<file path="config.mk">
export PLATFORM = sky130hd
export DESIGN_NAME = fit_policy_block_allocator_unit_flat
export DESIGN_NICKNAME = d
export VERILOG_FILES = /design/src/hdl/fpba_pkg.sv /design/src/hdl/fpba_in_if.sv /design/src/hdl/fpba_out_if.sv /design/src/hdl/fpba_ram.sv /design/src/hdl/fit_policy_block_allocator_unit.sv /design/src/flat_wrapper.sv
export SDC_FILE = /design/constraint.sdc
export NUM_CORES = 2
export LEC_CHECK = 0
export BUFFER_PORTS_ARGS = -buffer_cell sky130_fd_sc_hd__buf_2
export CAP_MARGIN = 30
export CORE_ASPECT_RATIO = 1.75
export CORE_MARGIN = 2
export CORE_UTILIZATION = 38
export CTS_CLUSTER_DIAMETER = 120
export DETAILED_ROUTE_END_ITERATION = 12
export GPL_TIMING_DRIVEN = 0
export PLACE_DENSITY_LB_ADDON = 0.15
export SLEW_MARGIN = 20
export SYNTH_ARGS = -nofsm -noshare
export SYNTH_HDL_FRONTEND = slang
export SYNTH_SLANG_ARGS = --single-unit
</file>
<file path="constraint.sdc">
create_clock -name clk -period 9.2 [get_ports clk]
set_input_delay 1.84 -clock clk [delete_from_list [all_inputs] [get_ports clk]]
set_output_delay 1.84 -clock clk [all_outputs]
set_load 0.05 [all_outputs]
</file>
<file path="src/hdl/fpba_pkg.sv">
// ----------------------------------------------------------------------------
// Fit-policy block allocator package
// Shared types, codes and default sizes for the allocator, its channels and its table rows.
// ----------------------------------------------------------------------------
`default_nettype none
package fpba_pkg;

  localparam int ADDR_W  = 16;
  localparam int COUNT_W = 7;
  localparam int CFG_IDX_W = 2;

  localparam int DEF_MAX_BLOCKS   = 64;
  localparam int DEF_HEADER_BYTES = 16;
  localparam int DEF_ARENA_BYTES  = 65536;

  typedef logic [1:0] op_t;
  localparam op_t OP_ALLOC = 2'd0;
  localparam op_t OP_FREE  = 2'd1;
  localparam op_t OP_COUNT = 2'd2;

  typedef logic [1:0] status_t;
  localparam status_t ST_OK      = 2'd0;
  localparam status_t ST_NO_FIT  = 2'd1;
  localparam status_t ST_FULL    = 2'd2;
  localparam status_t ST_BAD_OFS = 2'd3;

  localparam logic [CFG_IDX_W-1:0] REG_ARENA_SIZE = 2'd0;
  localparam logic [CFG_IDX_W-1:0] REG_FIT_MODE   = 2'd1;

  // One row of the block table.
  typedef struct packed {
    logic              free;
    logic [ADDR_W-1:0] start;
    logic [ADDR_W-1:0] bytes;
  } entry_t;

endpackage
`default_nettype wire

</file>
<file path="src/hdl/fpba_in_if.sv">
// ----------------------------------------------------------------------------
// Allocator request channel
// Valid/ready channel carrying one request word.
// ----------------------------------------------------------------------------
`default_nettype none
interface fpba_in_if;
  logic                       valid;
  logic                       ready;
  fpba_pkg::op_t              op;
  logic [fpba_pkg::ADDR_W-1:0] request_size;
  logic [fpba_pkg::ADDR_W-1:0] payload_offset;
  modport source (output valid, output op, output request_size, output payload_offset,
                  input ready);
  modport sink   (input valid, input op, input request_size, input payload_offset,
                  output ready);
endinterface
`default_nettype wire

</file>
<file path="src/hdl/fpba_out_if.sv">
// ----------------------------------------------------------------------------
// Allocator response channel
// Valid/ready channel carrying one response word.
// ----------------------------------------------------------------------------
`default_nettype none
interface fpba_out_if;
  logic                         valid;
  logic                         ready;
  fpba_pkg::status_t            status;
  logic [fpba_pkg::ADDR_W-1:0]  granted_offset;
  logic [fpba_pkg::COUNT_W-1:0] small_free_count;
  modport source (output valid, output status, output granted_offset,
                  output small_free_count, input ready);
  modport sink   (input valid, input status, input granted_offset,
                  input small_free_count, output ready);
endinterface
`default_nettype wire

</file>
<file path="src/hdl/fpba_ram.sv">
// ----------------------------------------------------------------------------
// Generic table RAM
// One write port and one read port with registered read data.
// ----------------------------------------------------------------------------
`default_nettype none
module fpba_ram #(
  parameter int WIDTH = 8,
  parameter int DEPTH = 64
) (
  input  wire logic                     clk,
  input  wire logic                     we,
  input  wire logic [$clog2(DEPTH)-1:0] waddr,
  input  wire logic [WIDTH-1:0]         wdata,
  input  wire logic [$clog2(DEPTH)-1:0] raddr,
  output logic      [WIDTH-1:0]         rdata
);
  logic [WIDTH-1:0] mem [DEPTH];

  always_ff @(posedge clk) begin
    if (we) begin
      mem[waddr] <= wdata;
    end
    rdata <= mem[raddr];
  end
endmodule
`default_nettype wire

</file>
<file path="src/hdl/fit_policy_block_allocator_unit.sv">
// ----------------------------------------------------------------------------
// Fit-policy block allocator
// Best/worst fit allocator over an address-ordered block table in a RAM.
// ----------------------------------------------------------------------------
// The block table lives in one RAM with a registered read port and is walked
// by a small sequencer, one entry per cycle. An allocate or a count query
// scans all n live entries; a split allocation then shifts the entries
// behind the chosen one down by one place (one entry per cycle) and writes
// the two halves. A free scans for the block and then runs one compaction
// pass over the table that merges adjacent free blocks. The request channel
// is ready only while the sequencer is idle, but a finished response waits
// in its own register, so the next request may be taken before the previous
// response is drained. After reset, and after each write of the arena size
// register, the table is rebuilt; no request is taken during the rebuild.
// ----------------------------------------------------------------------------
`default_nettype none
module fit_policy_block_allocator_unit #(
  parameter int MAX_BLOCKS   = fpba_pkg::DEF_MAX_BLOCKS,
  parameter int HEADER_BYTES = fpba_pkg::DEF_HEADER_BYTES,
  parameter int ARENA_BYTES  = fpba_pkg::DEF_ARENA_BYTES
) (
  input  wire logic                           clk,
  input  wire logic                           rst_n,
  fpba_in_if.sink                             in_chan,
  fpba_out_if.source                          out_chan,
  input  wire logic                           cfg_we,
  input  wire logic [fpba_pkg::CFG_IDX_W-1:0] cfg_index,
  input  wire logic [fpba_pkg::ADDR_W-1:0]    cfg_wdata
);
  import fpba_pkg::*;

  localparam int IW = $clog2(MAX_BLOCKS);
  localparam int CW = $clog2(MAX_BLOCKS + 1);
  localparam logic [ADDR_W:0]   HDR17 = (ADDR_W+1)'(HEADER_BYTES);
  localparam logic [ADDR_W-1:0] HDR   = ADDR_W'(HEADER_BYTES);
  localparam logic [31:0]       ARENA_CAP = 32'(ARENA_BYTES);
  localparam logic [CW-1:0]     CNT_MAX = CW'(MAX_BLOCKS);
  localparam logic [COUNT_W-1:0] QCNT_SAT = '1;

  // Sequencer states.
  localparam logic [2:0] S_INIT   = 3'd0;
  localparam logic [2:0] S_IDLE   = 3'd1;
  localparam logic [2:0] S_SCAN   = 3'd2;
  localparam logic [2:0] S_SHIFT  = 3'd3;
  localparam logic [2:0] S_SPLIT  = 3'd4;
  localparam logic [2:0] S_SPLIT2 = 3'd5;
  localparam logic [2:0] S_MERGE  = 3'd6;
  localparam logic [2:0] S_DONE   = 3'd7;

  logic [2:0]         state_r, state_nxt;
  logic [ADDR_W-1:0]  arena_r, arena_nxt;
  logic               mode_r, mode_nxt;
  logic [CW-1:0]      cnt_r, cnt_nxt;
  op_t                op_r, op_nxt;
  logic [ADDR_W-1:0]  size_r, size_nxt;
  logic [ADDR_W-1:0]  offs_r, offs_nxt;
  logic [CW-1:0]      ri_r, ri_nxt;
  logic               d_vld_r, d_vld_nxt;
  logic [IW-1:0]      d_idx_r, d_idx_nxt;
  logic               found_r, found_nxt;
  logic [IW-1:0]      pick_r, pick_nxt;
  logic [ADDR_W-1:0]  best_r, best_nxt;
  logic [ADDR_W-1:0]  pstart_r, pstart_nxt;
  logic [COUNT_W-1:0] qcnt_r, qcnt_nxt;
  entry_t             cur_r, cur_nxt;
  logic               cur_vld_r, cur_vld_nxt;
  logic [IW-1:0]      w_r, w_nxt;
  status_t            res_st_r, res_st_nxt;
  logic [ADDR_W-1:0]  res_gr_r, res_gr_nxt;
  logic [COUNT_W-1:0] res_ct_r, res_ct_nxt;
  logic               out_valid_r, out_valid_nxt;
  status_t            out_st_r, out_st_nxt;
  logic [ADDR_W-1:0]  out_gr_r, out_gr_nxt;
  logic [COUNT_W-1:0] out_ct_r, out_ct_nxt;

  logic               ram_we;
  logic [IW-1:0]      ram_waddr;
  entry_t             ram_wdata;
  entry_t             ram_rdata;
  logic [ADDR_W-1:0]  arena_eff;
  entry_t             e;
  logic               fits;
  logic [ADDR_W-1:0]  left;
  logic               scan_end;

  fpba_ram #(.WIDTH($bits(entry_t)), .DEPTH(MAX_BLOCKS)) u_table (
    .clk   (clk),
    .we    (ram_we),
    .waddr (ram_waddr),
    .wdata (ram_wdata),
    .raddr (ri_r[IW-1:0]),
    .rdata (ram_rdata)
  );

  assign in_chan.ready             = (state_r == S_IDLE);
  assign out_chan.valid            = out_valid_r;
  assign out_chan.status           = out_st_r;
  assign out_chan.granted_offset   = out_gr_r;
  assign out_chan.small_free_count = out_ct_r;

  // The arena is capped by the largest arena the block is built for.
  assign arena_eff = (32'(arena_r) > ARENA_CAP) ? ARENA_CAP[ADDR_W-1:0] : arena_r;

  // Read data for the entry whose address was issued in the previous cycle.
  // During a free's compaction pass the block being freed counts as free.
  always_comb begin
    e = ram_rdata;
    if (state_r == S_MERGE && d_idx_r == pick_r) begin
      e.free = 1'b1;
    end
  end

  assign fits = e.free && (e.bytes == size_r ||
                           {1'b0, e.bytes} >= ({1'b0, size_r} + HDR17));
  assign left = e.bytes - size_r;
  assign scan_end = (ri_r == cnt_r) && !d_vld_r;

  always_comb begin
    state_nxt   = state_r;
    arena_nxt   = arena_r;
    mode_nxt    = mode_r;
    cnt_nxt     = cnt_r;
    op_nxt      = op_r;
    size_nxt    = size_r;
    offs_nxt    = offs_r;
    ri_nxt      = ri_r;
    d_vld_nxt   = 1'b0;
    d_idx_nxt   = ri_r[IW-1:0];
    found_nxt   = found_r;
    pick_nxt    = pick_r;
    best_nxt    = best_r;
    pstart_nxt  = pstart_r;
    qcnt_nxt    = qcnt_r;
    cur_nxt     = cur_r;
    cur_vld_nxt = cur_vld_r;
    w_nxt       = w_r;
    res_st_nxt  = res_st_r;
    res_gr_nxt  = res_gr_r;
    res_ct_nxt  = res_ct_r;
    out_st_nxt  = out_st_r;
    out_gr_nxt  = out_gr_r;
    out_ct_nxt  = out_ct_r;
    out_valid_nxt = out_valid_r && !out_chan.ready;
    ram_we      = 1'b0;
    ram_waddr   = '0;
    ram_wdata   = '0;

    case (state_r)
      S_INIT: begin
        // Rebuild the table as one free block spanning the arena.
        ram_we          = 1'b1;
        ram_waddr       = '0;
        ram_wdata.free  = 1'b1;
        ram_wdata.start = '0;
        ram_wdata.bytes = (arena_eff >= HDR) ? arena_eff - HDR : '0;
        cnt_nxt         = CW'(1);
        state_nxt       = S_IDLE;
      end

      S_IDLE: begin
        if (in_chan.valid) begin
          op_nxt     = in_chan.op;
          size_nxt   = in_chan.request_size;
          offs_nxt   = in_chan.payload_offset;
          ri_nxt     = '0;
          found_nxt  = 1'b0;
          qcnt_nxt   = '0;
          res_st_nxt = ST_OK;
          res_gr_nxt = '0;
          res_ct_nxt = '0;
          case (in_chan.op)
            OP_ALLOC, OP_FREE, OP_COUNT: state_nxt = S_SCAN;
            default:                     state_nxt = S_DONE;
          endcase
        end
      end

      S_SCAN: begin
        if (ri_r < cnt_r) begin
          d_vld_nxt = 1'b1;
          ri_nxt    = ri_r + CW'(1);
        end
        if (d_vld_r) begin
          case (op_r)
            OP_ALLOC: begin
              if (fits && (!found_r || (mode_r ? left >= best_r : left <= best_r))) begin
                found_nxt  = 1'b1;
                pick_nxt   = d_idx_r;
                best_nxt   = left;
                pstart_nxt = e.start;
              end
            end
            OP_FREE: begin
              if (!found_r && !e.free &&
                  ({1'b0, e.start} + HDR17) == {1'b0, offs_r}) begin
                found_nxt = 1'b1;
                pick_nxt  = d_idx_r;
              end
            end
            default: begin
              if (e.free && e.bytes < size_r && qcnt_r != QCNT_SAT) begin
                qcnt_nxt = qcnt_r + COUNT_W'(1);
              end
            end
          endcase
        end
        if (scan_end) begin
          case (op_r)
            OP_ALLOC: begin
              if (!found_r) begin
                res_st_nxt = ST_NO_FIT;
                state_nxt  = S_DONE;
              end else if (best_r == '0) begin
                // Exact fit: just mark the block taken.
                ram_we          = 1'b1;
                ram_waddr       = pick_r;
                ram_wdata.free  = 1'b0;
                ram_wdata.start = pstart_r;
                ram_wdata.bytes = size_r;
                res_gr_nxt      = pstart_r + HDR;
                state_nxt       = S_DONE;
              end else if (cnt_r >= CNT_MAX) begin
                res_st_nxt = ST_FULL;
                state_nxt  = S_DONE;
              end else begin
                ri_nxt    = cnt_r - CW'(1);
                state_nxt = S_SHIFT;
              end
            end
            OP_FREE: begin
              if (!found_r) begin
                res_st_nxt = ST_BAD_OFS;
                state_nxt  = S_DONE;
              end else begin
                ri_nxt      = '0;
                cur_vld_nxt = 1'b0;
                w_nxt       = '0;
                state_nxt   = S_MERGE;
              end
            end
            default: begin
              res_ct_nxt = qcnt_r;
              state_nxt  = S_DONE;
            end
          endcase
        end
      end

      S_SHIFT: begin
        // Move entries behind the split block one place down, last first.
        if (ri_r > CW'(pick_r)) begin
          d_vld_nxt = 1'b1;
          ri_nxt    = ri_r - CW'(1);
        end
        if (d_vld_r) begin
          ram_we    = 1'b1;
          ram_waddr = d_idx_r + IW'(1);
          ram_wdata = ram_rdata;
        end
        if (!d_vld_r && !(ri_r > CW'(pick_r))) begin
          state_nxt = S_SPLIT;
        end
      end

      S_SPLIT: begin
        ram_we          = 1'b1;
        ram_waddr       = pick_r + IW'(1);
        ram_wdata.free  = 1'b1;
        ram_wdata.start = pstart_r + HDR + size_r;
        ram_wdata.bytes = best_r - HDR;
        state_nxt       = S_SPLIT2;
      end

      S_SPLIT2: begin
        ram_we          = 1'b1;
        ram_waddr       = pick_r;
        ram_wdata.free  = 1'b0;
        ram_wdata.start = pstart_r;
        ram_wdata.bytes = size_r;
        cnt_nxt         = cnt_r + CW'(1);
        res_gr_nxt      = pstart_r + HDR;
        state_nxt       = S_DONE;
      end

      S_MERGE: begin
        // Stream the table through a one-entry holder, folding each free
        // entry into a free holder and writing back everything else.
        if (ri_r < cnt_r) begin
          d_vld_nxt = 1'b1;
          ri_nxt    = ri_r + CW'(1);
        end
        if (d_vld_r) begin
          if (!cur_vld_r) begin
            cur_nxt     = e;
            cur_vld_nxt = 1'b1;
          end else if (cur_r.free && e.free) begin
            cur_nxt.bytes = cur_r.bytes + e.bytes + HDR;
          end else begin
            ram_we    = 1'b1;
            ram_waddr = w_r;
            ram_wdata = cur_r;
            w_nxt     = w_r + IW'(1);
            cur_nxt   = e;
          end
        end
        if (scan_end) begin
          ram_we    = 1'b1;
          ram_waddr = w_r;
          ram_wdata = cur_r;
          cnt_nxt   = CW'(w_r) + CW'(1);
          state_nxt = S_DONE;
        end
      end

      default: begin
        // Hand the response to the output register once it is free.
        if (!out_valid_r || out_chan.ready) begin
          out_valid_nxt = 1'b1;
          out_st_nxt    = res_st_r;
          out_gr_nxt    = res_gr_r;
          out_ct_nxt    = res_ct_r;
          state_nxt     = S_IDLE;
        end
      end
    endcase

    // Configuration writes must arrive only while the block is idle; the block itself does not enforce this.
    if (cfg_we) begin
      if (cfg_index == REG_ARENA_SIZE) begin
        arena_nxt = cfg_wdata;
        state_nxt = S_INIT;
      end else if (cfg_index == REG_FIT_MODE) begin
        mode_nxt = cfg_wdata[0];
      end
    end
  end

  always_ff @(posedge clk) begin
    if (!rst_n) begin
      state_r     <= S_INIT;
      arena_r     <= '1;
      mode_r      <= 1'b0;
      cnt_r       <= CW'(1);
      d_vld_r     <= 1'b0;
      out_valid_r <= 1'b0;
      found_r     <= 1'b0;
      cur_vld_r   <= 1'b0;
    end else begin
      state_r     <= state_nxt;
      arena_r     <= arena_nxt;
      mode_r      <= mode_nxt;
      cnt_r       <= cnt_nxt;
      d_vld_r     <= d_vld_nxt;
      out_valid_r <= out_valid_nxt;
      found_r     <= found_nxt;
      cur_vld_r   <= cur_vld_nxt;
    end
    op_r     <= op_nxt;
    size_r   <= size_nxt;
    offs_r   <= offs_nxt;
    ri_r     <= ri_nxt;
    d_idx_r  <= d_idx_nxt;
    pick_r   <= pick_nxt;
    best_r   <= best_nxt;
    pstart_r <= pstart_nxt;
    qcnt_r   <= qcnt_nxt;
    cur_r    <= cur_nxt;
    w_r      <= w_nxt;
    res_st_r <= res_st_nxt;
    res_gr_r <= res_gr_nxt;
    res_ct_r <= res_ct_nxt;
    out_st_r <= out_st_nxt;
    out_gr_r <= out_gr_nxt;
    out_ct_r <= out_ct_nxt;
  end
endmodule
`default_nettype wire

</file>
<file path="src/flat_wrapper.sv">
// flat-port wrapper written by rule: the top's interface ports become plain ports
module fit_policy_block_allocator_unit_flat import fpba_pkg::*;
#(
  parameter int MAX_BLOCKS   = fpba_pkg::DEF_MAX_BLOCKS,
  parameter int HEADER_BYTES = fpba_pkg::DEF_HEADER_BYTES,
  parameter int ARENA_BYTES  = fpba_pkg::DEF_ARENA_BYTES
)
  (clk, rst_n, cfg_we, cfg_index, cfg_wdata, in_chan_valid, in_chan_op, in_chan_request_size, in_chan_payload_offset, in_chan_ready, out_chan_valid, out_chan_status, out_chan_granted_offset, out_chan_small_free_count, out_chan_ready);
  fpba_in_if in_chan_i ();
  fpba_out_if out_chan_i ();
  input  wire logic clk;
  input  wire logic rst_n;
  input  wire logic cfg_we;
  input  wire logic [fpba_pkg::CFG_IDX_W-1:0] cfg_index;
  input  wire logic [fpba_pkg::ADDR_W-1:0] cfg_wdata;
  input wire logic [$bits(in_chan_i.valid)-1:0] in_chan_valid;
  input wire logic [$bits(in_chan_i.op)-1:0] in_chan_op;
  input wire logic [$bits(in_chan_i.request_size)-1:0] in_chan_request_size;
  input wire logic [$bits(in_chan_i.payload_offset)-1:0] in_chan_payload_offset;
  output wire logic [$bits(in_chan_i.ready)-1:0] in_chan_ready;
  output wire logic [$bits(out_chan_i.valid)-1:0] out_chan_valid;
  output wire logic [$bits(out_chan_i.status)-1:0] out_chan_status;
  output wire logic [$bits(out_chan_i.granted_offset)-1:0] out_chan_granted_offset;
  output wire logic [$bits(out_chan_i.small_free_count)-1:0] out_chan_small_free_count;
  input wire logic [$bits(out_chan_i.ready)-1:0] out_chan_ready;
  assign in_chan_i.valid = in_chan_valid;
  assign in_chan_i.op = in_chan_op;
  assign in_chan_i.request_size = in_chan_request_size;
  assign in_chan_i.payload_offset = in_chan_payload_offset;
  assign in_chan_ready = in_chan_i.ready;
  assign out_chan_valid = out_chan_i.valid;
  assign out_chan_status = out_chan_i.status;
  assign out_chan_granted_offset = out_chan_i.granted_offset;
  assign out_chan_small_free_count = out_chan_i.small_free_count;
  assign out_chan_i.ready = out_chan_ready;
  fit_policy_block_allocator_unit #(.MAX_BLOCKS(MAX_BLOCKS), .HEADER_BYTES(HEADER_BYTES), .ARENA_BYTES(ARENA_BYTES)) u_core (.clk(clk), .rst_n(rst_n), .in_chan(in_chan_i), .out_chan(out_chan_i), .cfg_we(cfg_we), .cfg_index(cfg_index), .cfg_wdata(cfg_wdata));
endmodule
</file>
==> reports/qor.log <==
INFO  synth          synth_warnings=0
INFO  synth          synth_edf_count=2287
INFO  finish         number_of_nets_in_the_layout=5872
INFO  floorplan      floorplan.core_area=250000um2
INFO  power          max-vdd-ir-drop=214uV
INFO  detailed_routing drt-vias-per-instance=5.92
INFO  global_routing grt_pass1_wl=479000um
INFO  clock_tree     cts.path.max_buffers=4
INFO  sta            fin_ws=0.957ns
INFO  global_routing grt_util_all_layers=28.0%
INFO  placed_design  place_worst_setup_slack=0.997ns
INFO  synth          ys_ff_latch=2357
INFO  clock_tree     cts_tree=done
INFO  clock_tree     ctsResizeCount=0
INFO  outcome        status=completed
INFO  detailed_routing dr.first_iter.drc_count=5894
INFO  sta            finalWorstPathRequiredPeriod=8.24ns
INFO  placed_design  hpwlAfterDp=275000um
INFO  synth          ys_types=86
INFO  sta            timing.final.crit_share=89.6%
INFO  worst_hold_path class_of_the_tightest_hold_or_removal_check=reg -> reg
INFO  synth          seq_area_frac_synth=73.7%
INFO  sta            max_slew.worst_pin.slew=1.15ns
INFO  global_routing vias_in_the_first_global_route=55200
INFO  synth          synth.avg_cell_area=19.6um2
INFO  finish         fraction_of_layout_instances_using_a_drive_strength_above_1=28.7%
INFO  critical_path  setup.reg_to_reg.worst_slack=0.96ns
INFO  clock_tree     number_of_post_cts_setup_repair_buffers=0
INFO  sta            setup-violations-final=0
INFO  synth          post_synth_inst_count=4861
INFO  synth          post_synth_instance_area=95100um2
INFO  detailed_routing detail-route-antenna-nets=0
INFO  detailed_routing routed-via-count=54300
INFO  clock_tree     cts_inserted_buffers=215
INFO  synth          asyncSetResetFlopFracSynth=0%
INFO  detailed_routing drt_wl_total=360000um
INFO  placed_design  placed_cells_incl_taps=8781
INFO  synth          most_frequent_cell_after_synthesis=sky130_fd_sc_hd__edfxtp_1
INFO  critical_path  timing.critical_path.from_type=register
INFO  floorplan      initial_core_util=38.1%
INFO  synth          synthTopCellsByArea=sky130_fd_sc_hd__edfxtp_1 (72%), sky130_fd_sc_hd__mux4_2 (12%), sky130_fd_sc_hd__mux2i_1 (2.3%), sky130_fd_sc_hd__ha_1 (1.5%), sky130_fd_sc_hd__dfxtp_1 (1.5%)
INFO  clock_tree     clk_transition_reported_paths=0.07ns
INFO  global_routing antenna_found_initial=13
INFO  clock_tree     cts_root_buffer=sky130_fd_sc_hd__clkbuf_16
INFO  detailed_routing mean_routed_wirelength_per_cell=39.2um
INFO  power          total_power=25.0mW
INFO  sta            fin_setup_tns=0ns
INFO  clock_tree     clock_insertion_delay_worst_skew=0.90ns
INFO  synth          postSynth.topFlopCell=sky130_fd_sc_hd__edfxtp_1
INFO  sta            final.setup_skew=0.0726ns
INFO  synth          synth.top_cells.by_count=sky130_fd_sc_hd__edfxtp_1 (2287), sky130_fd_sc_hd__mux4_2 (511), sky130_fd_sc_hd__mux2i_1 (220)
INFO  global_routing globalRouteOverflowTotal=0
INFO  critical_path  required=9.73ns
INFO  critical_path  setup.worst_path.class=reg -> reg
INFO  critical_path  crit_path_end_kind=register
INFO  floorplan      die-area=254000um2
INFO  clock_tree     numClockSinks=2357
INFO  synth          syn_nets=5037
INFO  sta            report.final.slew_viol_count=0
INFO  global_routing grt_max_degree=65
INFO  synth          yosys.area.top_type=sky130_fd_sc_hd__edfxtp_1
INFO  critical_path  arrival=8.78ns
INFO  placed_design  finalWeightedCongestion=1.03
INFO  sta            final_hold_viol_count=0
INFO  job            max_cap_viols=0
INFO  detailed_routing drt_pass1_iterations=8
INFO  finish         areaGrowthSynthToFinish=19.0%
INFO  clock_tree     post_cts_hold_buffer_count=0
INFO  sta            worst_hold_slack=0.415ns
INFO  power          power-per-cell-area=221nW/um2
INFO  finish         finish.cell_count_without_fillers=9171
INFO  detailed_routing detail_route.drc_violations=0
INFO  floorplan      ios=84
INFO  sta            slew_headroom=23.2%
INFO  placed_design  port_buffers=83
INFO  floorplan      die_h=666um
INFO  clock_tree     number_of_levels_in_the_clock_h_tree=4
INFO  sta            achievable_freq=121MHz
INFO  synth          proportion_of_netlist_area_held_by_the_largest_area_contributor=72.2%
INFO  power          leakagePower=37.2nW
INFO  floorplan      placement_rows=243
INFO  critical_path  cp_max_fo=10
INFO  floorplan      die_width=382um
INFO  sta            grt_setup_unrepaired=false
## final timing paths
kind / from / endpoint / cells past startpoint
worst min-delay path: u_core.res_st_r[1] / u_core.out_chan.status[1] / 0
worst max-delay path: u_core.ri_r[0] / u_core.u_table.mem[7][24] / 20
worst min register to register: u_core.res_st_r[1] / u_core.out_chan.status[1] / 0
worst max register to register: u_core.ri_r[0] / u_core.u_table.mem[7][24] / 20
## metrics by stage
step           util, %  cell area, um2
5_1_grt           45.3          113000
4_1_cts           45.3          113000
3_5_place_dp      42.6          106000
3_3_place_gp      39.9           99600
6_report          45.3          113000
2_1_floorplan        -           95100
## routing by layer
| layer | global-route usage, % | vias up | share of wire, % |
|---|---|---|---|
| met5 | 0 | - | 0.0033 |
| met4 | 20.9 | 2 | 9.2 |
| met3 | 3.19 | 835 | 5.1 |
| met2 | 52.1 | 2473 | 54 |
| met1 | 28.5 | 29100 | 32 |
| li1 | - | 21900 | - |
## critical path, cell delays in order, from the launching register on
cell	delay [ns]
sky130_fd_sc_hd__edfxtp_1	0.40
sky130_fd_sc_hd__buf_2	0.29
sky130_fd_sc_hd__buf_4	0.31
sky130_fd_sc_hd__buf_2	0.45
sky130_fd_sc_hd__buf_4	0.36
sky130_fd_sc_hd__buf_2	0.63
sky130_fd_sc_hd__clkbuf_1	0.63
sky130_fd_sc_hd__inv_1	0.28
sky130_fd_sc_hd__ha_1	0.37
sky130_fd_sc_hd__nand4b_1	0.20
sky130_fd_sc_hd__or3_1	0.47
sky130_fd_sc_hd__nor4_4	0.47
sky130_fd_sc_hd__or2_2	0.25
sky130_fd_sc_hd__a221o_1	0.23
sky130_fd_sc_hd__nand2_1	0.28
sky130_fd_sc_hd__clkbuf_1	0.48
sky130_fd_sc_hd__nor3_2	0.70
sky130_fd_sc_hd__buf_4	0.32
sky130_fd_sc_hd__buf_4	0.23
sky130_fd_sc_hd__buf_4	0.23
sky130_fd_sc_hd__buf_4	0.21
## where the power goes
part | switching (mW) | leakage [nW] | total [mW] | internal, mW
clock | 4.03 | 3.26 | 8.92 | 4.88
sequential | 0.256 | 21.3 | 12.4 | 12.1
combinational | 2.38 | 12.7 | 3.73 | 1.35
total | 6.67 | 37.2 | 25.0 | 18.4
## cells in the final DEF (no fill, tap or decap), types with 47 or more instances in the layout
master,synthesis,final
sky130_fd_sc_hd__nor3_1,102,59
sky130_fd_sc_hd__o21ai_0,75,58
sky130_fd_sc_hd__a21oi_1,135,133
sky130_fd_sc_hd__o22ai_1,61,61
sky130_fd_sc_hd__xnor2_1,69,69
sky130_fd_sc_hd__nor2_1,98,80
sky130_fd_sc_hd__dfxtp_1,70,70
sky130_fd_sc_hd__clkbuf_16,0,217
sky130_fd_sc_hd__clkinv_1,0,59
sky130_fd_sc_hd__clkbuf_1,152,156
sky130_fd_sc_hd__buf_6,1,88
sky130_fd_sc_hd__mux4_2,511,511
sky130_fd_sc_hd__buf_2,55,185
sky130_fd_sc_hd__nand2_1,126,120
sky130_fd_sc_hd__buf_12,0,49
sky130_fd_sc_hd__mux2i_1,220,220
sky130_fd_sc_hd__o221ai_1,109,109
sky130_fd_sc_hd__ha_1,116,116
sky130_fd_sc_hd__nand3_1,68,67
sky130_fd_sc_hd__xor2_1,47,47
sky130_fd_sc_hd__edfxtp_1,2287,2287
sky130_fd_sc_hd__buf_4,6,298
sky130_fd_sc_hd__inv_1,85,83
## logic make-up (layout without fill, tap and decap cells)
group | Yosys count | after routing | share of synthesized area, %
AOI/OAI and AO/OA | 603 | 603 | 4.45
xor gates and xnor gates | 116 | 116 | 1.07
adders and majority gates | 119 | 119 | 1.59
buffers and inverters | 336 | 1329 | 1.43
DFF | 2357 | 2357 | 73.7
muxes | 745 | 745 | 14.6
other | 0 | 10 | 0
and+or+nand+nor | 585 | 585 | 3.18
## state kept, by name, summed over array words and instances (netlist names), 16 cells and up
signal                          count
u_core.offs_r                      16
u_core.out_chan.granted_offset     16
u_core.best_r                      16
u_core.size_r                      16
u_core.u_table.mem               2112
u_core.cur_r                       33
u_core.arena_eff                   16
u_core.u_table.rdata               33
u_core.pstart_r                    16
u_core.res_gr_r                    16
## area by class of cell
type | count | area, um2
antenna | 10 | 25.0
buffer | 250 | 1110
clock buffer | 253 | 5570
clock inverter | 122 | 1110
fill | 21300 | 136000
inverter | 86 | 323
multi-input combinational | 2168 | 24300
sequential | 2357 | 70100
tap | 3307 | 4140
timing repair buffer | 618 | 6480
Power figures use the tool's default switching activity.
